**src/kmuf_pkg.sv**
```systemverilog
// ----------------------------------------------------------------------------
// kmuf_pkg: shared types and constants
// widths, vertex limits and the controller to datapath command/status bundles
// ----------------------------------------------------------------------------
package kmuf_pkg;

	localparam int VTX      = 64;   // vertex slots, set by the 6-bit endpoint fields
	localparam int VW       = 6;    // vertex index width
	localparam int CFGW     = 7;    // vertex_count register width
	localparam int WW       = 16;   // edge weight width
	localparam int SUMW     = 22;   // total weight width
	localparam int RKW      = 3;    // tree rank width
	localparam int EDGEW    = 2 * VW + WW;
	localparam int UFW      = RKW + VW;
	localparam int DEF_MAX_EDGES = 256;

	typedef struct packed {
		logic         load;        // input transfer this cycle
		logic         init_start;  // clear run totals
		logic         init_step;   // write one fresh forest entry
		logic         scan_start;  // begin a minimum search pass
		logic         scan_step;   // issue one store read
		logic         pick;        // take the best edge of the pass
		logic         find_start;  // load walker with an endpoint
		logic         find_side;   // 0: edge_u, 1: edge_v
		logic         find_rd;     // read link of the walker
		logic         find_chk;    // step walker or latch root
		logic         union_do;    // link the two roots, add weight
		logic         union_rank;  // bump rank of the surviving root
		logic         out_load;    // move totals to the output register
	} cmd_t;

	typedef struct packed {
		logic init_last;
		logic all_done;
		logic scan_done;
		logic is_root;
		logic same_root;
		logic rank_eq;
		logic out_full;
	} stat_t;

	function automatic logic [CFGW-1:0] eff_vertices(input logic [CFGW-1:0] n);
		logic [CFGW-1:0] r;
		r = n;
		if (n == '0) r = CFGW'(1);
		if (n > CFGW'(VTX)) r = CFGW'(VTX);
		return r;
	endfunction

endpackage

```
**src/kmuf_ctrl.sv**
```systemverilog
// ----------------------------------------------------------------------------
// kmuf_ctrl: sequencer for load, forest reset, edge selection and union
// ----------------------------------------------------------------------------
module kmuf_ctrl (
	input  logic            clk,
	input  logic            arst_n,
	input  logic            s_tvalid,
	input  logic            s_tlast,
	output logic            s_tready,
	input  kmuf_pkg::stat_t stat,
	output kmuf_pkg::cmd_t  cmd
);

	localparam logic [3:0] ST_LOAD   = 4'd0;
	localparam logic [3:0] ST_INIT   = 4'd1;
	localparam logic [3:0] ST_PASS   = 4'd2;
	localparam logic [3:0] ST_SCAN   = 4'd3;
	localparam logic [3:0] ST_FRD    = 4'd4;
	localparam logic [3:0] ST_FCHK   = 4'd5;
	localparam logic [3:0] ST_UNION  = 4'd6;
	localparam logic [3:0] ST_RANK   = 4'd7;
	localparam logic [3:0] ST_FINISH = 4'd8;

	logic [3:0] state_q, state_d;
	logic       side_q, side_d;

	always_comb begin
		cmd      = '0;
		state_d  = state_q;
		side_d   = side_q;
		s_tready = 1'b0;
		cmd.find_side = side_q;
		case (state_q)
			ST_LOAD: begin
				s_tready = 1'b1;
				cmd.load = s_tvalid;
				if (s_tvalid && s_tlast) begin
					cmd.init_start = 1'b1;
					state_d = ST_INIT;
				end
			end
			ST_INIT: begin
				cmd.init_step = 1'b1;
				if (stat.init_last) state_d = ST_PASS;
			end
			ST_PASS: begin
				if (stat.all_done) begin
					state_d = ST_FINISH;
				end else begin
					cmd.scan_start = 1'b1;
					state_d = ST_SCAN;
				end
			end
			ST_SCAN: begin
				cmd.scan_step = 1'b1;
				if (stat.scan_done) begin
					cmd.pick = 1'b1;
					cmd.find_start = 1'b1;
					cmd.find_side = 1'b0;
					side_d = 1'b0;
					state_d = ST_FRD;
				end
			end
			ST_FRD: begin
				cmd.find_rd = 1'b1;
				state_d = ST_FCHK;
			end
			ST_FCHK: begin
				cmd.find_chk = 1'b1;
				if (!stat.is_root) begin
					state_d = ST_FRD;
				end else if (!side_q) begin
					cmd.find_start = 1'b1;
					side_d = 1'b1;
					state_d = ST_FRD;
				end else begin
					state_d = ST_UNION;
				end
			end
			ST_UNION: begin
				if (stat.same_root) begin
					state_d = ST_PASS;
				end else begin
					cmd.union_do = 1'b1;
					state_d = stat.rank_eq ? ST_RANK : ST_PASS;
				end
			end
			ST_RANK: begin
				cmd.union_rank = 1'b1;
				state_d = ST_PASS;
			end
			ST_FINISH: begin
				if (!stat.out_full) begin
					cmd.out_load = 1'b1;
					state_d = ST_LOAD;
				end
			end
			default: state_d = ST_LOAD;
		endcase
	end

	always_ff @(posedge clk or negedge arst_n) begin
		if (!arst_n) begin
			state_q <= ST_LOAD;
			side_q  <= 1'b0;
		end else begin
			state_q <= state_d;
			side_q  <= side_d;
		end
	end

endmodule

```
**config.mk**
```make
export PLATFORM = sky130hd
export DESIGN_NAME = kmuf_ctrl
export DESIGN_NICKNAME = d
export VERILOG_FILES = /design/src/kmuf_pkg.sv /design/src/kmuf_ctrl.sv
export SDC_FILE = /design/constraint.sdc
export NUM_CORES = 1
export LEC_CHECK = 0
export BUFFER_PORTS_ARGS = -buffer_cell sky130_fd_sc_hd__buf_2
export CAP_MARGIN = 5
export CELL_PAD_IN_SITES_DETAIL_PLACEMENT = 0
export CELL_PAD_IN_SITES_GLOBAL_PLACEMENT = 1
export CORE_MARGIN = 3
export CORE_UTILIZATION = 29
export CTS_CLUSTER_DIAMETER = 50
export DETAILED_ROUTE_END_ITERATION = 7
export PLACE_DENSITY_LB_ADDON = 0.1
export SETUP_SLACK_MARGIN = 0.3
export SLEW_MARGIN = 0
export SYNTH_ARGS = -nofsm -noshare
export SYNTH_HDL_FRONTEND = slang
export SYNTH_SLANG_ARGS = --single-unit
export TNS_END_PERCENT = 20
```
**constraint.sdc**
```tcl
create_clock -name clk -period 1.8 [get_ports clk]
set_clock_uncertainty 0.15 [all_clocks]
set_input_delay 0.54 -clock clk [delete_from_list [all_inputs] [get_ports clk]]
set_output_delay 0.54 -clock clk [all_outputs]
set_load 0.03 [all_outputs]
```
# After elaboration in Yosys (flattened, before gate mapping)
# Index checks and enable logic that the tools add are counted.
# word_totals
word_cells	52
ramBits	0
romBits	0
reg_bits	5
output_inout_bits	14
n_memories	0
latchBits	0
input_bits	11
# op_classes
n_mul	0
add_sub_neg	0
order_cmp	0
n_eq_ne	13
reduce_logical	5
n_mux	32
n_div	0
shifts	0
bitwise	0
# ops
op	count
4-bit one-hot mux with 9 select lines	1
4-bit two-way mux	6
1-bit two-way mux	17
4-bit by 3-bit equality test with 1-bit output (second input constant)	4
2-bit != test (second input constant)	5
3-bit two-way mux	3
4-bit by 2-bit equality test with 1-bit output (second input constant)	2
2-bit two-way mux	3
4-bit by 1-bit equality test with 1-bit output (second input constant)	1
4-bit equality test (second input constant)	1
4-bit zero test	1
1-bit one-hot mux with 2 select lines	2
4-bit AND reduction	1
3-bit AND reduction	1
2-bit nonzero test	1
1-bit logical AND	1

# Depth between registers and ports, before layout
# logic_depth
word_depth	3
mapped_depth	4
mapped_depth_nobuf	3

# Worst setup path after synthesis
# OpenSTA, ideal clock, no wires.
# synth_path
kind	reg2out
start	register state_q[2]
end	output cmd[11] in the netlist's numbering
stages_incl_launch_ff	3
slack_ps	-875
arrival_ps	1985
required_time_ps	1110
cell_sequence	dfrtp_1 -> nor4_1 -> and3_1
# synth_lines
item	line	text
start: declaration	kmuf_ctrl.sv:24	logic [3:0] state_q, state_d;
start signal: assignment	kmuf_ctrl.sv:107	state_q <= state_d;
end: declaration	kmuf_ctrl.sv:11	output kmuf_pkg::cmd_t cmd

==> results.md <==
- The flow ran to the end, but the final reports show violations.
- The final reports fail on negative setup slack.
- CTS saw 5 sinks.
- The number of ports placed on the die boundary is 25.
- After clock tree synthesis, the clock-pin slew on the worst setup and hold paths is 40 ps.
- The first TritonRoute pass finished after 3 iterations.
- Dividing the detail-routed wire length by the instance count gives 11.78 microns.
- The count of max-cap constraint violations is 0.
- The initial antenna violation count was 0.
- The total routing usage reported by global routing is 0.1377.
- The setup path with the least slack is of type register to output port.
- At the pin with the least slew margin, the transition time is 265.9 ps.
- The highest achievable clock rate is 484.9 MHz.
- The initial utilization of the core area, before any placement, comes to 0.3333.
- The CTS tree is yes.
- The first routing iteration left 9 violations.
- The largest total area in the synthesized netlist belongs to sky130_fd_sc_hd__dfrtp_1.
- Adding up every negative setup slack in the final design gives -2922 ps.
- Once layout is complete, the cells apart from fillers number 112.
- Dividing total power by cell area gives a power density of 1463 nW/um^2.
- At the end of routability-driven placement, the weighted congestion stood at 0.7962.
- The floorplan die height is 46.33 microns.
- Of the synthesized area, sequential elements account for 0.2653.
- The largest net degree at the start of global routing is 14.
- In the synthesized netlist the dominant register cell turns out to be sky130_fd_sc_hd__dfrtp_1.
- Detailed placement ended at an HPWL of 1051 microns.
- In the final design database the tool counted 109 nets.
- At the placement stage, the worst setup path has a slack of -60.48 ps.
- Clock latency on the worst-skew pair, taken at its later pin, is 230 ps.
- The share of synthesized flip-flops with an asynchronous set or reset is 1.000.
- The antenna violation net count after detailed routing is 0.
- Counting I/O delays and the setup requirement, the final critical path takes 2062 ps.
- Of the cells placed in the final design, the portion with a size suffix greater than 1 is 0.6186.
- Across all register-to-register paths, the minimum setup slack is 300 ps.
- Setup repair after global routing could not meet its margin everywhere.
- The floorplan has 13 rows.
- After filler insertion, the fill cell instance count of the layout stands at 136.
- The count of flip-flops with a built-in enable after synthesis is 0.
- The placeable core area is 1415 sq um.
- The final number of max-transition violations is 0.
- The via count of the first global-routing pass is 508.
- The critical path's slowest cell is sky130_fd_sc_hd__dfrtp_2.
- The number of DRC violations after detailed routing is 0.
- Data on the critical path arrives at its endpoint at 1370 ps.
- After technology mapping, the gate count stands at 54.
- The analysis attributes to cell leakage a power of 0.0004014 uW.
- Ranked by total cell area, the synthesized netlist is headed by sky130_fd_sc_hd__dfrtp_1 27%, sky130_fd_sc_hd__clkbuf_8 5.8%, sky130_fd_sc_hd__nor3_1 5.3%.
- Synthesis instantiated 31 different standard cells from the library.
- The net count of the mapped netlist is 65.
- The portion of synthesized cell area occupied by the leading cell type is 0.2653.
- For this run, the number of Yosys warnings is 0.
- Overall power consumption after layout is estimated at 1246 uW.
- The overflow left after global routing is 0.
- Buffers inserted during clock tree synthesis total 3.
- The worst setup path is launched from a register.
- The type of the tightest min-delay check is register to register.
- Of all nets on the critical path, the largest fanout is 6.
- After synthesis the netlist holds a flip-flop and latch count of 5.
- The final setup violation count is 14.
- CTS built an H-tree with a depth of 1.
- The tightest hold path in the finished design has a slack of 405.0 ps.
- The synthesis-to-finish area growth is 80.64%.
- The count of buffers added on input and output ports is 24.
- In this run the mean area of a mapped cell was 8.735 sq um.
- By count the netlist is led by 5 x sky130_fd_sc_hd__dfrtp_1, 5 x sky130_fd_sc_hd__nor3_1, 3 x sky130_fd_sc_hd__and2_1, 3 x sky130_fd_sc_hd__nor2_1, 3 x sky130_fd_sc_hd__nor4_1.
- The final worst slack is -262.4 ps.
- Data on the critical path is required at its endpoint by 1110 ps.
- IR analysis of the VDD net gives a maximum drop of 0.6153 mV.
- Dividing the detail-routed via count by the number of cells gives 5.125.
- The worst setup path is captured at an output port.
- The first-pass GRT wire length is 2173 microns.
- The cell count after placement is 103.
- The delay of the slowest critical-path stage is 460 ps.
- The floorplan step set the die width to 46.33 microns.
- The final worst-path cycle share is 1.146.
- The hold violation total from the final report is 0.
- The detailed router placed 574 vias in this run.
- The floorplan step defined a die boundary enclosing 2146 sq um.
- The tree is rooted in a sky130_fd_sc_hd__clkbuf_4.
- The repair_antennas step left the layout with diodes totalling 0.
- Traced cell by cell, the critical path runs through buf_4, nor4_1, and2_1, buf_6.
- After detailed routing, the total wire length is 1319 microns.
- The headroom to the max-slew limit is 0.8204.
- The buffer levels on the longest clock path is 2.
- The combined area of all synthesized cells is 471.7 sq um.
-- per-layer routing --
metal,vias up,part of all wire,global-route usage
met3,0,0.059,0.02734
li1,292,-,-
met1,264,0.46,0.1953
met5,-,0,0
met2,18,0.48,0.2033
met4,0,0,0.05114
-- cell usage in the layout (no fill, tap or decap), types with 2 or more instances in the layout --
cell                       netlist  final
sky130_fd_sc_hd__nor2_1          3      2
sky130_fd_sc_hd__nor3_2          0      2
sky130_fd_sc_hd__clkbuf_4        0      3
sky130_fd_sc_hd__nand2_1         2      2
sky130_fd_sc_hd__nand3b_1        2      2
sky130_fd_sc_hd__nor3_1          5      3
sky130_fd_sc_hd__dfrtp_2         0      3
sky130_fd_sc_hd__a211oi_1        2      2
sky130_fd_sc_hd__a21oi_1         2      2
sky130_fd_sc_hd__and2_1          3      2
sky130_fd_sc_hd__buf_4           2     24
sky130_fd_sc_hd__inv_1           2      2
sky130_fd_sc_hd__dfrtp_1         5      2
sky130_fd_sc_hd__buf_6           1      7
sky130_fd_sc_hd__buf_2           0     11
-- path summary, 6_finish.rpt --
kind / from / end / cells after the start
max: state_q[1] / cmd[0] / 4
min: side_q / side_q / 1
max reg2reg: state_q[2] / state_q[1] / 3
min reg2reg: side_q / side_q / 1
max in group asynchronous: arst_n / state_q[1] / 2
min in group asynchronous: arst_n / side_q / 2
-- flip-flops by register name, summed over array words and instances, names as in the netlist --
name and count:
state_q 4, side_q 1
-- power breakdown --
part	internal, uW	switching, uW	leakage [uW]	total, uW
Sequential	158	68.8	0.0000607	227
Combinational	462	433	0.000326	895
Clock	83.5	40.9	0.0000150	124
Total	703	543	0.000401	1250
-- repair_timing --
action / in CTS / in global routing
setup endpoints to repair: 15 / 16
endpoints found under the hold margin: 5 / 0
resized for setup: 18 / 5
hold buffers: 1 / 0
pin swaps: 1 / 5
setup buffers: 1 / 3
-- cells by family after synthesis --
family | count (synthesis) | share of synthesized area
AO/OA/AOI/OAI | 12 | 0.2016
buffers and inverters | 7 | 0.1300
flip-flops | 5 | 0.2653
multiplexers | 1 | 0.02122
AND/OR/NAND/NOR | 29 | 0.3820
-- cell type report --
| class | count | area [sq um] | share of cell area |
|---|---|---|---|
| multi-input cells | 42 | 326.6 | 0.3833 |
| well taps | 15 | 18.77 | 0.02203 |
| repair buffers | 44 | 344.1 | 0.4038 |
| clock buffers | 4 | 26.28 | 0.03084 |
| flip-flops and latches | 5 | 128.9 | 0.1512 |
| inverters | 2 | 7.507 | 0.008811 |
-- through the flow --
step	util	instance area, sq um
after floorplan	-	511.7
final	0.6021	852.1
after global routing	0.6021	852.1
after detailed placement	0.5102	721.9
after CTS	0.5738	812.0
after global placement	0.5102	721.9
-- worst max-delay path, delay by kind of cell, from the launching register on --
family | cells | cell delay, ps
buf+inv | 2 | 290
flops | 1 | 460
simple gates | 2 | 390
(Power assumes the default switching activity.)
